--- src/rtl/imhq_ram.sv ---
// Simple dual-port synchronous RAM with registered read data.
module imhq_ram #(
    parameter int WIDTH = 8,
    parameter int DEPTH = 256
) (
    input  logic                     aclk,
    input  logic                     we,
    input  logic [$clog2(DEPTH)-1:0] waddr,
    input  logic [WIDTH-1:0]         wdata,
    input  logic [$clog2(DEPTH)-1:0] raddr,
    output logic [WIDTH-1:0]         rdata
);

    logic [WIDTH-1:0] mem [DEPTH];

    always_ff @(posedge aclk) begin
        if (we) begin
            mem[waddr] <= wdata;
        end
        rdata <= mem[raddr];
    end

endmodule

--- config.mk ---
export PLATFORM = sky130hd
export DESIGN_NAME = imhq_ram
export DESIGN_NICKNAME = d
export VERILOG_FILES = /design/src/rtl/imhq_ram.sv
export SDC_FILE = /design/constraint.sdc
export NUM_CORES = 2
export LEC_CHECK = 0
export BUFFER_PORTS_ARGS = -buffer_cell sky130_fd_sc_hd__buf_4
export CAP_MARGIN = 20
export CELL_PAD_IN_SITES_DETAIL_PLACEMENT = 0
export CELL_PAD_IN_SITES_GLOBAL_PLACEMENT = 1
export CORE_MARGIN = 3
export CORE_UTILIZATION = 45
export CTS_CLUSTER_DIAMETER = 30
export DETAILED_ROUTE_END_ITERATION = 6
export GPL_TIMING_DRIVEN = 0
export PLACE_DENSITY_LB_ADDON = 0.3
export SLEW_MARGIN = 0
export SYNTH_ARGS = -nofsm -noshare
export SYNTH_HDL_FRONTEND = slang
export SYNTH_SLANG_ARGS = --single-unit
export TNS_END_PERCENT = 10
--- constraint.sdc ---
create_clock -name aclk -period 3.2 [get_ports aclk]
set_input_delay 0.48 -clock aclk [delete_from_list [all_inputs] [get_ports aclk]]
set_output_delay 0.48 -clock aclk [all_outputs]
set_load 0.05 [all_outputs]
==> impl_metrics.sql <==
INSERT INTO impl_metrics (metric_group, metric, value, unit) VALUES
('die', 'coreArea', '175000', 'um2'),
('finish', 'final_net_count', '4218', ''),
('logic_synthesis', 'synth-edff-count', '2048', ''),
('critical_path', 'crit_top_cell', 'buf_2', ''),
('logic_synthesis', 'synth_simple_gate_area_frac', '0.0263', ''),
('logic_synthesis', 'combinational_family_with_the_most_area_after_synthesis', 'multiplexers', ''),
('sta', 'min_period', '3280', 'ps'),
('status', 'outcome', 'finished with violations', ''),
('critical_path', 'critPathRequiredTime', '3940', 'ps'),
('clocking', 'cts_inserted_buffers', '394', ''),
('logic_synthesis', 'syn_area_per_cell', '21.3', 'um2'),
('critical_path', 'regToRegEndpoint', 'rdata[3]', ''),
('critical_path', 'critPathSlowestCell', 'nor4_4', ''),
('critical_path', 'timing.critical_path.cells', 'buf_2 > buf_2 > or3b_2 > clkbuf_1 > o22ai_1 > o21ai_0 > nand3_1 > nor4_4 > nor4_2', ''),
('place', 'buffers_added_on_ports', '26', ''),
('critical_path', 'timing.critical_path.max_delay_family', 'simple AND/OR/NAND/NOR gates', ''),
('power_and_ir_drop', 'max-vdd-ir-drop', '0.612', 'mV'),
('clocking', 'clock_insertion_delay_worst_skew', '950', 'ps'),
('power_and_ir_drop', 'cellPowerDensity', '771', 'nW/um2'),
('routing', 'vias_after_detailed_routing', '42800', ''),
('sta', 'setup_violations', '6', ''),
('global_route', 'grt.total_usage', '0.270', ''),
('logic_synthesis', 'ys.flop_type', 'edfxtp_1', ''),
('sta', 'slew_violations', '0', ''),
('critical_path', 'criticalPathCategory', 'in2reg', ''),
('sta', 'period_share', '1.02', ''),
('routing', 'avgRoutedWirePerCell', '35.9', 'um'),
('min_path', 'min-delay-start', 'wdata[3]', ''),
('place', 'dp_hpwl', '159000', 'um'),
('die', 'dieHeight', '426', 'um'),
('min_path', 'number_of_stages_on_the_worst_hold_path', '1', ''),
('logic_synthesis', 'yosys.area_share.xor_xnor', '0', ''),
('die', 'io_pins', '34', ''),
('sta', 'max_freq', '305', 'MHz'),
('die', 'die_w', '426', 'um'),
('critical_path', 'r2r_start', 'mem[83][3]', ''),
('die', 'fp-row-count', '153', ''),
('min_path', 'worst_hold_path_type', 'in2reg', ''),
('routing', 'vias_per_cell', '6.27', ''),
('sta', 'timing.final.hold_violations', '0', ''),
('global_route', 'antenna_found_initial', '23', ''),
('sta', 'layout_setup_ws', '-76.5', 'ps'),
('logic_synthesis', 'synth-warning-count', '0', ''),
('clocking', 'cts_tree', 'yes', ''),
('logic_synthesis', 'synth_fa_ha_area_frac', '0', ''),
('clocking', 'cts_max_level', '5', ''),
('routing', 'detail_route.drc_violations', '0', ''),
('critical_path', 'timing.critical_path.fanout_max', '10', ''),
('global_route', 'grt_first_pass_wirelength', '336000', 'um'),
('logic_synthesis', 'synth-compound-area-share', '0.0342', ''),
('status', 'violations', 'setup timing', ''),
('global_route', 'grt_max_degree', '153', ''),
('logic_synthesis', 'synth.mux.area_fraction', '0.146', ''),
('sta', 'timing_worst_slew_pin_value', '1170', 'ps'),
('logic_synthesis', 'synthDistinctLibCells', '55', ''),
('power_and_ir_drop', 'finalPower', '74.8', 'mW'),
('routing', 'drt_first_iter_violations', '6425', ''),
('place', 'place_worst_setup_slack', '-1950', 'ps'),
('routing', 'drt-total-wl', '245000', 'um'),
('die', 'die_area', '182000', 'um2'),
('finish', 'post_route_cells_drive_above_1_share', '0.291', ''),
('logic_synthesis', 'ys_ff_latch', '2056', ''),
('min_path', 'hold_end', 'mem[65][3]', ''),
('place', 'gpl.final_weighted_congestion', '0.907', ''),
('sta', 'relSlewSlack', '0.218', ''),
('logic_synthesis', 'synth_async_sr_flop_share', '0', ''),
('logic_synthesis', 'mappedNetlistArea', '79600', 'um2'),
('logic_synthesis', 'post_synth_inst_count', '3733', ''),
('logic_synthesis', 'synthesis.nets', '3759', ''),
('routing', 'drtAntennaViolNets', '0', ''),
('finish', 'finalInstanceArea', '97000', 'um2');
-- state kept, by name (all words and copies together), names as in the netlist --
signal and flops:
mem 2048, rdata 8
-- through the flow --
stage	hold slack, ps	cells
after global placement	932	6084
final	17.3	6831
after detailed placement	931	6118
after floorplan	579	3733
after CTS	27.2	6821
after global routing	32.8	6829
-- report_power, final --
group / internal, mW / switching, mW / leakage (nW)
logic: 1.01 / 2.28 / 6.10
registers: 29.8 / 0.0197 / 18.5
clock network: 28.1 / 13.6 / 6.47
-- cells in the mapped netlist (3+ instances only) --
master / n / area (um2)
edfxtp_1: 2048 / 61500
mux4_2: 454 / 10200
nor2_1: 282 / 1060
mux2i_1: 134 / 1340
a22oi_1: 133 / 998
clkbuf_1: 111 / 417
a21oi_1: 96 / 480
o221ai_1: 46 / 403
nand3_1: 34 / 170
nand2_1: 33 / 124
buf_2: 31 / 155
nor2b_1: 31 / 194
o22ai_1: 28 / 175
buf_4: 27 / 203
nor4_1: 24 / 150
buf_1: 22 / 82.6
nor3_1: 22 / 110
buf_6: 21 / 236
a211oi_1: 16 / 120
a221oi_1: 13 / 114
buf_8: 13 / 195
nand4_1: 10 / 62.6
o211ai_1: 10 / 75.1
o21ai_0: 10 / 50.1
a22o_1: 8 / 70.1
buf_12: 8 / 160
dfxtp_1: 8 / 160
nand2b_1: 8 / 50.1
and2_1: 6 / 37.5
o22a_1: 5 / 43.8
o32ai_1: 4 / 35.0
or2_2: 4 / 25.0
nor4_2: 3 / 37.5
-- worst max-delay path by stage --
stage             start        to  slack (ps)  cells after the start
2_1_floorplan  raddr[0]  rdata[2]         780                      9
4_1_cts        raddr[1]  rdata[3]           4                      9
3_3_place_gp   raddr[4]  rdata[0]       -2540                      8
6_report       raddr[1]  rdata[4]         -80                      9
3_5_place_dp   raddr[4]  rdata[1]       -1950                      8
5_1_grt        raddr[1]  rdata[1]         -60                      9
-- timing repair --
item,CTS,global route
pin swaps,0,0
buffers inserted,0,0
endpoints found under the setup margin,8,13
resized for setup,42,4
-- area by class of cell --
cell class / instances / area [um2]
multi-input cells: 1442 / 16600
clock buffers: 453 / 10200
inverters: 2 / 7.51
well taps: 2325 / 2910
flip-flops and latches: 2056 / 61700
plain buffers: 231 / 1500
clock inverters: 252 / 3200
fillers: 13000 / 77800
repair buffers: 65 / 877
diodes: 5 / 12.5
-- worst reg2reg max path, cell delays in order, from the launching register on --
cell	delay, ps
edfxtp_1	360
mux4_2	490
a22o_1	290
a221oi_2	710
o32ai_1	450
nor3_1	420
nor4_2	180
-- cells by family (layout without fill, tap and decap cells) --
group	Yosys count	after routing
buffers and inverters	235	1003
AO/OA/AOI/OAI	385	385
other	0	5
flip-flops	2056	2056
multiplexers	591	591
AND/OR/NAND/NOR	466	466
-- layer usage --
| metal | routed length [um] | part of all wire | up-vias | track usage |
|---|---|---|---|---|
| met4 | 10600 | 0.043 | 4 | 0.113 |
| met5 | 27 | 0.00011 | - | 0 |
| met2 | 113000 | 0.46 | 2769 | 0.410 |
| met3 | 29900 | 0.12 | 572 | 0.0910 |
| met1 | 91200 | 0.37 | 22700 | 0.360 |
| li1 | - | - | 16800 | - |
Power figures use the tool's default switching activity.
