[config.mk]
export PLATFORM = sky130hd
export DESIGN_NAME = imhq_ctrl
export DESIGN_NICKNAME = d
export VERILOG_FILES = /design/src/rtl/imhq_pkg.sv /design/src/rtl/imhq_ctrl.sv
export SDC_FILE = /design/constraint.sdc
export NUM_CORES = 1
export LEC_CHECK = 0
export BUFFER_PORTS_ARGS = -buffer_cell sky130_fd_sc_hd__clkbuf_2
export CAP_MARGIN = 20
export CELL_PAD_IN_SITES_DETAIL_PLACEMENT = 0
export CELL_PAD_IN_SITES_GLOBAL_PLACEMENT = 2
export CORE_AREA = 2 2 258 260
export CTS_BUF_LIST = sky130_fd_sc_hd__clkbuf_16
export DETAILED_ROUTE_END_ITERATION = 8
export DIE_AREA = 0 0 260 262
export PLACE_DENSITY_LB_ADDON = 0.1
export SYNTH_ARGS = -nofsm -noshare
export SYNTH_HDL_FRONTEND = slang
export SYNTH_SLANG_ARGS = --single-unit
[constraint.sdc]
create_clock -name aclk -period 11 [get_ports aclk]
set_input_delay 1.1 -clock aclk [delete_from_list [all_inputs] [get_ports aclk]]
set_output_delay 1.1 -clock aclk [all_outputs]
set_load 0.05 [all_outputs]
[src/rtl/imhq_pkg.sv]
// Shared types and constants for the indexed max-heap queue.
package imhq_pkg;

    localparam int MaxIds   = 256;
    localparam int IdW      = 8;
    localparam int PrioW    = 32;
    localparam int CountW   = 9;
    localparam int ModeW    = 3;

    localparam logic [ModeW-1:0] MODE_INSERT   = 3'd0;
    localparam logic [ModeW-1:0] MODE_INCREASE = 3'd1;
    localparam logic [ModeW-1:0] MODE_DECREASE = 3'd2;
    localparam logic [ModeW-1:0] MODE_REMOVE   = 3'd3;
    localparam logic [ModeW-1:0] MODE_QUERY    = 3'd4;

    localparam logic [CountW-1:0] CAP_RESET = 9'd256;

    typedef struct packed {
        logic signed [PrioW-1:0] prio;
        logic [IdW-1:0]          id;
    } entry_t;

    localparam int EntryW = $bits(entry_t);

    typedef struct packed {
        logic                    ok;
        logic [IdW-1:0]          id;
        logic signed [PrioW-1:0] prio;
        logic [CountW-1:0]       count;
    } result_t;

endpackage

[src/rtl/imhq_ctrl.sv]
// Operation sequencer: lookups, sift up and sift down over the heap memories.
module imhq_ctrl (
    input  logic                           aclk,
    input  logic                           aresetn,
    input  logic                           op_valid,
    output logic                           op_ready,
    input  logic [imhq_pkg::ModeW-1:0]     op_mode,
    input  logic [imhq_pkg::IdW-1:0]       op_id,
    input  logic [imhq_pkg::PrioW-1:0]     op_prio,
    input  logic [imhq_pkg::CountW-1:0]    capacity,
    output logic                           heap_we,
    output logic [imhq_pkg::IdW-1:0]       heap_waddr,
    output imhq_pkg::entry_t               heap_wdata,
    output logic [imhq_pkg::IdW-1:0]       heap_raddr,
    input  imhq_pkg::entry_t               heap_rdata,
    output logic                           pos_we,
    output logic [imhq_pkg::IdW-1:0]       pos_waddr,
    output logic [imhq_pkg::IdW-1:0]       pos_wdata,
    output logic [imhq_pkg::IdW-1:0]       pos_raddr,
    input  logic [imhq_pkg::IdW-1:0]       pos_rdata,
    input  logic                           res_ready,
    output logic                           res_valid,
    output imhq_pkg::result_t              res
);
    import imhq_pkg::*;

    typedef enum logic [11:0] {
        ST_IDLE    = 12'b0000_0000_0001,
        ST_LK_POS  = 12'b0000_0000_0010,
        ST_LK_SLOT = 12'b0000_0000_0100,
        ST_RM_TOP  = 12'b0000_0000_1000,
        ST_RM_LAST = 12'b0000_0001_0000,
        ST_UP_RD   = 12'b0000_0010_0000,
        ST_UP_CMP  = 12'b0000_0100_0000,
        ST_DN_RDL  = 12'b0000_1000_0000,
        ST_DN_RDR  = 12'b0001_0000_0000,
        ST_DN_CMP  = 12'b0010_0000_0000,
        ST_FIN     = 12'b0100_0000_0000,
        ST_DONE    = 12'b1000_0000_0000
    } state_t;

    state_t              state_reg, state_next;
    logic [ModeW-1:0]    mode_reg, mode_next;
    logic [IdW-1:0]      id_reg, id_next;
    logic signed [PrioW-1:0] req_reg, req_next;
    entry_t              cur_reg, cur_next;
    entry_t              left_reg, left_next;
    logic [IdW-1:0]      pos_reg, pos_next;
    logic [CountW-1:0]   cnt_reg, cnt_next;
    logic                ok_reg, ok_next;
    logic [IdW-1:0]      oid_reg, oid_next;
    logic signed [PrioW-1:0] oprio_reg, oprio_next;
    logic [MaxIds-1:0]   present_reg, present_next;

    logic                id_ok;
    logic [IdW-1:0]      parent;
    logic [CountW-1:0]   left_idx;
    logic [CountW-1:0]   right_idx;
    logic                right_ok;
    logic                take_left;
    entry_t              pick;
    logic [IdW-1:0]      pick_idx;

    always_comb begin
        id_ok     = {1'b0, op_id} < capacity;
        parent    = (pos_reg - 8'd1) >> 1;
        left_idx  = {pos_reg, 1'b1};
        right_idx = left_idx + 9'd1;
        right_ok  = right_idx < cnt_reg;
        take_left = !right_ok || (left_reg.prio > heap_rdata.prio);
        pick      = take_left ? left_reg : heap_rdata;
        pick_idx  = take_left ? left_idx[IdW-1:0] : right_idx[IdW-1:0];
    end

    always_comb begin
        state_next   = state_reg;
        mode_next    = mode_reg;
        id_next      = id_reg;
        req_next     = req_reg;
        cur_next     = cur_reg;
        left_next    = left_reg;
        pos_next     = pos_reg;
        cnt_next     = cnt_reg;
        ok_next      = ok_reg;
        oid_next     = oid_reg;
        oprio_next   = oprio_reg;
        present_next = present_reg;
        heap_we      = 1'b0;
        heap_waddr   = pos_reg;
        heap_wdata   = cur_reg;
        heap_raddr   = '0;
        pos_we       = 1'b0;
        pos_waddr    = cur_reg.id;
        pos_wdata    = pos_reg;
        pos_raddr    = op_id;
        op_ready     = 1'b0;
        res_valid    = 1'b0;

        unique case (state_reg)
            ST_IDLE: begin
                op_ready = 1'b1;
                if (op_valid) begin
                    mode_next  = op_mode;
                    id_next    = op_id;
                    req_next   = op_prio;
                    ok_next    = 1'b0;
                    oid_next   = op_id;
                    oprio_next = '0;
                    state_next = ST_DONE;
                    case (op_mode) inside
                        MODE_INSERT: begin
                            if (id_ok && !present_reg[op_id] && cnt_reg < capacity
                                    && cnt_reg < CAP_RESET) begin
                                cur_next             = '{prio: op_prio, id: op_id};
                                pos_next             = cnt_reg[IdW-1:0];
                                cnt_next             = cnt_reg + 9'd1;
                                present_next[op_id]  = 1'b1;
                                ok_next              = 1'b1;
                                state_next = (cnt_reg == '0) ? ST_FIN : ST_UP_RD;
                            end
                        end
                        MODE_INCREASE, MODE_DECREASE, MODE_QUERY: begin
                            if (id_ok && present_reg[op_id]) begin
                                state_next = ST_LK_POS;
                            end
                        end
                        MODE_REMOVE: begin
                            if (cnt_reg != '0) begin
                                cnt_next   = cnt_reg - 9'd1;
                                state_next = ST_RM_TOP;
                            end
                        end
                        default: begin
                        end
                    endcase
                end
            end
            ST_LK_POS: begin
                pos_next   = pos_rdata;
                heap_raddr = pos_rdata;
                state_next = ST_LK_SLOT;
            end
            ST_LK_SLOT: begin
                state_next = ST_DONE;
                cur_next   = '{prio: req_reg, id: id_reg};
                case (mode_reg)
                    MODE_QUERY: begin
                        ok_next    = 1'b1;
                        oprio_next = heap_rdata.prio;
                    end
                    MODE_INCREASE: begin
                        if (req_reg > heap_rdata.prio) begin
                            ok_next    = 1'b1;
                            state_next = (pos_reg == '0) ? ST_FIN : ST_UP_RD;
                        end
                    end
                    default: begin
                        if (heap_rdata.prio > req_reg) begin
                            ok_next    = 1'b1;
                            state_next = ST_DN_RDL;
                        end
                    end
                endcase
            end
            ST_RM_TOP: begin
                ok_next                     = 1'b1;
                oid_next                    = heap_rdata.id;
                oprio_next                  = heap_rdata.prio;
                present_next[heap_rdata.id] = 1'b0;
                heap_raddr                  = cnt_reg[IdW-1:0];
                state_next                  = ST_RM_LAST;
            end
            ST_RM_LAST: begin
                cur_next   = heap_rdata;
                pos_next   = '0;
                state_next = ST_DN_RDL;
            end
            ST_UP_RD: begin
                heap_raddr = parent;
                state_next = ST_UP_CMP;
            end
            ST_UP_CMP: begin
                if (cur_reg.prio > heap_rdata.prio) begin
                    heap_we    = 1'b1;
                    heap_wdata = heap_rdata;
                    pos_we     = 1'b1;
                    pos_waddr  = heap_rdata.id;
                    pos_next   = parent;
                    state_next = (parent == '0) ? ST_FIN : ST_UP_RD;
                end else begin
                    state_next = ST_FIN;
                end
            end
            ST_DN_RDL: begin
                heap_raddr = left_idx[IdW-1:0];
                state_next = (left_idx < cnt_reg) ? ST_DN_RDR : ST_FIN;
            end
            ST_DN_RDR: begin
                left_next  = heap_rdata;
                heap_raddr = right_idx[IdW-1:0];
                state_next = ST_DN_CMP;
            end
            ST_DN_CMP: begin
                if (cur_reg.prio > pick.prio) begin
                    state_next = ST_FIN;
                end else begin
                    heap_we    = 1'b1;
                    heap_wdata = pick;
                    pos_we     = 1'b1;
                    pos_waddr  = pick.id;
                    pos_next   = pick_idx;
                    state_next = ST_DN_RDL;
                end
            end
            ST_FIN: begin
                heap_we    = 1'b1;
                pos_we     = 1'b1;
                state_next = ST_DONE;
            end
            ST_DONE: begin
                res_valid = res_ready;
                if (res_ready) begin
                    state_next = ST_IDLE;
                end
            end
            default: begin
                state_next = ST_IDLE;
            end
        endcase
    end

    always_comb begin
        res = '{ok: ok_reg, id: oid_reg, prio: oprio_reg, count: cnt_reg};
    end

    always_ff @(posedge aclk) begin
        if (!aresetn) begin
            state_reg   <= ST_IDLE;
            cnt_reg     <= '0;
            present_reg <= '0;
        end else begin
            state_reg   <= state_next;
            cnt_reg     <= cnt_next;
            present_reg <= present_next;
        end
        mode_reg  <= mode_next;
        id_reg    <= id_next;
        req_reg   <= req_next;
        cur_reg   <= cur_next;
        left_reg  <= left_next;
        pos_reg   <= pos_next;
        ok_reg    <= ok_next;
        oid_reg   <= oid_next;
        oprio_reg <= oprio_next;
    end

endmodule

==> flow_summary_export.csv, run 1 <==
group,metric,value,unit
sta,setup_slack,1.62,ns
synthesis,yosysTopAreaCellShare,21.5,%
pwr,p_comb_share,21.9,%
clock_network,cts.path.max_buffers,3,
sta,fin_tns_setup,0,ns
final_layout,utilization,44.4,%
floorplanning,dieArea,68100,sq um
final_layout,nets,2960,
pwr,peakVddDrop,0.115,mV
critical_path,path_class,"reg2out",
critical_path,critPathMaxFanout,40,
critical_path,slowest_delay,0.70,ns
synthesis,yosysSeqAreaShare,41.5,%
clock_network,clk_pin_slew,0.06,ns
critical_path,cp_num_buf_inv,4,
global_routing,antenna_found_initial,3,
pwr,power_density,160,nW/um^2
clock_network,hold_buffers,0,
floorplanning,floorplan.initialDensity,39.6,%
sta,max_freq,107,MHz
placement,port_buffers,237,
sta,finalClockSkew,0.0443,ns
clock_network,ctsResizeCount,0,
synthesis,syn_area_per_cell,9.98,sq um
synthesis,yosysTopAreaCell,"dfxtp_1",
pwr,p_leak,11.1,nW
sta,hold_ws,0.503,ns
drt,first_pass_iters,5,
sta,slew_viol_final,0,
run,drv_cap,0,
pwr,p_int,3.09,mW
hold_path,hp-class,"reg2reg",
sta,max_slew_margin,18.7,%
clock_network,htree_levels,2,
final_layout,drive_above_1_share,15.1,%
synthesis,ys_types,76,
drt,vias,22500,
synthesis,synth_edf_count,172,
global_routing,grt_max_degree,107,
pwr,p_total,4.65,mW
pwr,seqPwrFrac,41.6,%
floorplanning,fp.dieW,260,microns
final_layout,stdcell_area,29000,sq um
sta,rsz0062_at_grt,"false",
clock_network,cts_setup_buffers,0,
synthesis,ys_ff_latch,449,
critical_path,crit_path_end_kind,"primary output",
pwr,switchingPower,1.55,mW
critical_path,startpoint_type,"flop",
placement,post-place-ws,2.10,ns
floorplanning,ios,238,
clock_network,clock_sinks,449,
synthesis,syn_inst,2586,
global_routing,gr-usage-all-layers,27.7,%
synthesis,yosysWarnings,0,
synthesis,synth_nets,2860,
placement,hpwl,63800,microns
sta,finalCritPeriodShare,85.3,%
placement,place_area,27300,sq um
synthesis,synthTopCellsByArea,"dfxtp_1, edfxtp_1, ha_1",
clock_network,clock_latency,0.64,ns
drt,finalWirelength,96900,microns
drt,via_per_inst,6.27,
critical_path,crit_family,"simple AND/OR/NAND/NOR gates",
clock_network,cts_tree,"built",
final_layout,largest_reg_flops,256,
placement,gp_congestion,0.911,
synthesis,synth_ff_type,"dfxtp_1",
clock_network,cts_root_buf,"clkbuf_16",
floorplanning,die_y,262,microns
drt,wl_per_cell,27.0,microns
synthesis,synth_area,25800,sq um
placement,dpl.cell_count,3490,
floorplanning,core_area,65300,sq um
sta,worst_pin_slew,1.22,ns
outcome,outcome,"finished, final reports clean",
critical_path,arrival,8.28,ns
synthesis,async_flop_share,0,%
drt,drc,0,
sta,finalSetupViolCount,0,
final_layout,syn_to_final_growth,12.3,%
floorplanning,fp-row-count,94,
global_routing,grt_pass1_wl,143000,microns
critical_path,crit_slowest_cell,"nor3_4",
sta,finalHoldViolCount,0,
drt,drt_iter0_drc,2183,
global_routing,grt_remaining_overflow,0,
pwr,p_clk_share,36.5,%
global_routing,grt_pass1_vias,21900,
clock_network,cts_buffers,54,
critical_path,path_cells,"ha_1 > and3_1 > nand3_1 > xnor2_1 > ha_1 > a211o_1 > nor3_1 > a211oi_1 > buf_4 > nor3_4 > buf_4 > mux2i_1 > ha_1 > nand4_1 > or4_1 > a21oi_1 > or3b_1 > a221oi_1 > a2111oi_0 > a211o_1 > buf_4 > a221o_1 > clkbuf_2",
critical_path,cp.required,9.90,ns
pwr,swShare,33.5,%
final_layout,instances_no_fill,3592,
drt,drtAntennaViolNets,0,
sta,layout_min_cycle_time,9.38,ns
## logic make-up (layout without fill, tap and decap cells)
logic type | Yosys count | in the layout | synth area share [%]
AO/OA/AOI/OAI | 875 | 875 | 24.8
AND/OR/NAND/NOR | 558 | 558 | 10.9
flip-flops | 449 | 449 | 41.5
buffers and inverters | 338 | 478 | 6.27
adder cells (fa/ha/maj) | 170 | 170 | 8.27
multiplexers | 167 | 167 | 7.34
XOR/XNOR | 29 | 29 | 0.984
other | 0 | 2 | 0
## layer usage
layer	share of wire (%)	vias up	GRT usage [%]
met5	0.013	-	0
met4	3.5	2	10.1
met3	6.6	183	3.84
met2	46	923	45.3
met1	43	11200	37.5
li1	-	10200	-
## power by group through the flow
stage / Combinational, mW / Sequential, mW / Clock (mW)
2_1_floorplan: 0.558 / 2.10 / 0
3_3_place_gp: 1.00 / 1.96 / 0
3_5_place_dp: 1.01 / 1.97 / 0
4_1_cts: 1.02 / 1.93 / 1.73
5_1_grt: 1.10 / 1.94 / 1.80
6_report: 1.02 / 1.93 / 1.70
## cells in the final DEF (no fill, tap or decap), types with 16 or more instances in the layout
cell	count
edfxtp_1	172
a221o_1	34
nand2_1	205
inv_1	109
dfxtp_1	277
o21ai_0	46
nand3_1	55
clkinv_1	16
buf_4	41
nor2b_1	26
a21oi_1	84
mux4_2	16
and2_1	34
clkbuf_2	235
nor3_1	49
o31ai_1	256
nor2_1	66
a22oi_1	97
a21o_1	28
ha_1	169
mux2i_1	142
xnor2_1	18
o211ai_1	267
clkbuf_16	54
nand4_1	33
## cell type report
type / count / area [sq um]
clock inverters: 42 / 295
clock buffers: 54 / 1350
well taps: 864 / 1080
inverters: 98 / 368
multi-input cells: 1799 / 13500
repair buffers: 284 / 1630
fillers: 6316 / 36300
diodes: 2 / 5.00
flip-flops and latches: 449 / 10700
## worst min-delay path, cell delays in order (launching register included)
cell      delay (ns)
dfxtp_1         0.32
o211ai_1        0.09
o31ai_1         0.06
## synthesized netlist by cell type (all sizes together), types with 68 or more instances
master	number
a21oi	84
o211ai	267
mux2i	143
dfxtp	277
inv	97
clkbuf	147
o31ai	256
nand2	207
ha	169
a22oi	97
buf	93
nor2	68
edfxtp	172
## worst paths after layout
| path | from | endpoint | slack (ns) | cells after the start |
|---|---|---|---|---|
| worst max register to register | heap_waddr[0] | heap_waddr[7] | 3.05 | 23 |
| worst min register to register | present_reg[47] | present_reg[47] | 0.50 | 2 |
| worst min-delay path | present_reg[47] | present_reg[47] | 0.50 | 2 |
| worst max-delay path | heap_waddr[0] | heap_wdata[12] | 1.62 | 23 |
(Power assumes the default switching activity.)
==> run 2, diff against run 1 <==
--- a/config.mk
+++ b/config.mk
@@ -10,7 +10,6 @@
 export CELL_PAD_IN_SITES_DETAIL_PLACEMENT = 0
 export CELL_PAD_IN_SITES_GLOBAL_PLACEMENT = 2
 export CORE_AREA = 2 2 258 260
-export CTS_BUF_LIST = sky130_fd_sc_hd__clkbuf_16
 export DETAILED_ROUTE_END_ITERATION = 8
 export DIE_AREA = 0 0 260 262
 export PLACE_DENSITY_LB_ADDON = 0.1
==> run 2 against run 1 <==
  * Critical path depth stayed put
  * Cell area is 0.31% higher
  * Sequential power hardly changed
  * Cell count stayed put
  * Total power is 1.6% higher
  * Largest cell class unchanged
  * Global-route usage hardly changed
  * Fmax hardly changed
  * Utilization is 0.14 points higher
  * Non-clock buffer count stayed put
  * Flip-flop and latch count stayed put
  * Die area stayed put
  * Register-to-register slack worse by 0.02 ns
==> flow_summary_export.csv, run 2 (synthesized netlist as in run 1, its figures left out) <==
group,metric,value,unit
sta,worst_pin_slew,1.19,ns
floorplanning,ios,238,
sta,max_slew_margin,20.6,%
sta,finalHoldViolCount,0,
placement,hpwl,63800,microns
drt,finalWirelength,96800,microns
pwr,peakVddDrop,0.115,mV
critical_path,path_class,"reg2out",
sta,finalClockSkew,0.0459,ns
global_routing,gr-usage-all-layers,27.7,%
floorplanning,fp-row-count,94,
pwr,p_clk_share,37.5,%
drt,met2WireLength,44900,microns
global_routing,grt_remaining_overflow,0,
pwr,p_total,4.72,mW
clock_network,cts.path.max_buffers,3,
clock_network,cts_buffers,54,
floorplanning,fp.dieW,260,microns
global_routing,grt_pass1_vias,21900,
drt,via_per_inst,6.27,
sta,finalCritPeriodShare,85.3,%
drt,first_pass_iters,5,
clock_network,clk_pin_slew,0.06,ns
critical_path,critPathMaxFanout,40,
sta,rsz0062_at_grt,"false",
hold_path,holdCritStartpoint,"present_reg[138]",
pwr,p_leak,11.1,nW
placement,gp_congestion,0.911,
global_routing,antenna_found_initial,3,
floorplanning,die_y,262,microns
global_routing,grt_pass1_wl,143000,microns
placement,dpl.cell_count,3490,
pwr,swShare,32.9,%
clock_network,ctsResizeCount,0,
global_routing,grt_max_degree,107,
critical_path,arrival,8.28,ns
critical_path,crit_path_end_kind,"primary output",
sta,slew_viol_final,0,
run,drv_cap,0,
drt,top_layer,"met5",
drt,met3_length,6280,microns
final_layout,nets,2960,
clock_network,cts_root_buf,"clkbuf_16",
drt,drc,0,
final_layout,mostFrequentLayoutCell,"dfxtp_1",
hold_path,hp-class,"reg2reg",
pwr,power_density,162,nW/um^2
pwr,switchingPower,1.55,mW
outcome,outcome,"finished, final reports clean",
sta,layout_min_cycle_time,9.38,ns
sta,fin_tns_setup,0,ns
pwr,p_comb_share,21.6,%
clock_network,htree_levels,2,
sta,finalSetupViolCount,0,
drt,drt_iter0_drc,2142,
drt,vias,22500,
final_layout,largest_reg_flops,256,
critical_path,startpoint_type,"flop",
drt,drtAntennaViolNets,0,
floorplanning,floorplan.initialDensity,39.6,%
pwr,seqPwrFrac,40.9,%
final_layout,utilization,44.5,%
pwr,p_int,3.17,mW
clock_network,clock_sinks,449,
critical_path,slowest_delay,0.70,ns
clock_network,clock_latency,0.64,ns
placement,port_buffers,237,
drt,wl_per_cell,27.0,microns
drt,drt-met1-wl,42300,microns
final_layout,syn_to_final_growth,12.6,%
critical_path,critPathLaunch,"heap_waddr[0]",
critical_path,cp.required,9.90,ns
clock_network,cts_tree,"built",
clock_network,cts_setup_buffers,0,
critical_path,crit_slowest_cell,"nor3_4",
floorplanning,dieArea,68100,sq um
critical_path,path_cells,"ha_1 > and3_1 > nand3_1 > xnor2_1 > ha_1 > a211o_1 > nor3_1 > a211oi_1 > buf_4 > nor3_4 > buf_4 > mux2i_1 > ha_1 > nand4_1 > or4_1 > a21oi_1 > or3b_1 > a221oi_1 > a2111oi_0 > a211o_1 > buf_4 > a221o_1 > clkbuf_2",
critical_path,regToRegStartpoint,"heap_waddr[0]",
final_layout,final_cell_mix,"dfxtp_1, o211ai_1, o31ai_1, clkbuf_2, nand2_1",
clock_network,hold_buffers,0,
final_layout,instances_no_fill,3592,
sta,max_freq,107,MHz
floorplanning,core_area,65300,sq um
final_layout,drive_above_1_share,15.4,%
-- run 2: cell types whose count changed in the layout (fill, tap and decap cells not counted), sizes merged --
cell	before	now
clkbuf	289	311
inv	113	100
clkinv	23	14
-- run 2: worst max-delay path, delay by kind of cell (launching register included) --
family	cells	cell delay (ns)
AOI/OAI and AO/OA	7	1.68
xor gates and xnor gates	1	0.29
adders and majority gates	3	0.89
buffers and inverters	4	1.49
DFF	1	0.60
muxes	1	0.19
and+or+nand+nor	7	2.49
-- run 2: layout make-up --
cell class / instances / area (sq um)
fillers: 6307 / 36200
multi-input cells: 1799 / 13500
flip-flops and latches: 449 / 10700
repair buffers: 284 / 1630
clock buffers: 76 / 1520
well taps: 864 / 1080
inverters: 98 / 368
clock inverters: 20 / 213
diodes: 2 / 5.00
-- run 2: worst paths after layout --
path / end / slack [ns] / cells after the start
hold / removal: present_reg[138] / 0.50 / 2
setup reg to reg: heap_waddr[7] / 3.03 / 23
hold reg to reg: present_reg[138] / 0.50 / 2
setup / recovery: heap_wdata[12] / 1.62 / 23
-- run 2: power groups by stage --
| stage | logic, mW | registers, mW | clock network, mW |
|---|---|---|---|
| 2_1_floorplan | 0.558 | 2.10 | 0 |
| 3_3_place_gp | 1.00 | 1.96 | 0 |
| 3_5_place_dp | 1.01 | 1.97 | 0 |
| 4_1_cts | 1.02 | 1.93 | 1.81 |
| 5_1_grt | 1.10 | 1.94 | 1.87 |
| 6_report | 1.02 | 1.93 | 1.77 |
-- run 2: stage by stage --
step / setup slack, ns / cell area, sq um / hold WS [ns]
3_3_place_gp: 2.44 / 27200 / 0.481
4_1_cts: 1.54 / 29000 / 0.505
5_1_grt: 1.24 / 29100 / 0.521
3_5_place_dp: 2.10 / 27300 / 0.491
2_1_floorplan: 3.91 / 25800 / 0.468
6_report: 1.62 / 29100 / 0.502
-- run 2: per-layer routing --
metal	vias up	GRT usage, %
li1	10200	-
met1	11300	37.5
met2	891	45.3
met3	188	3.86
met4	2	10.1
met5	-	0
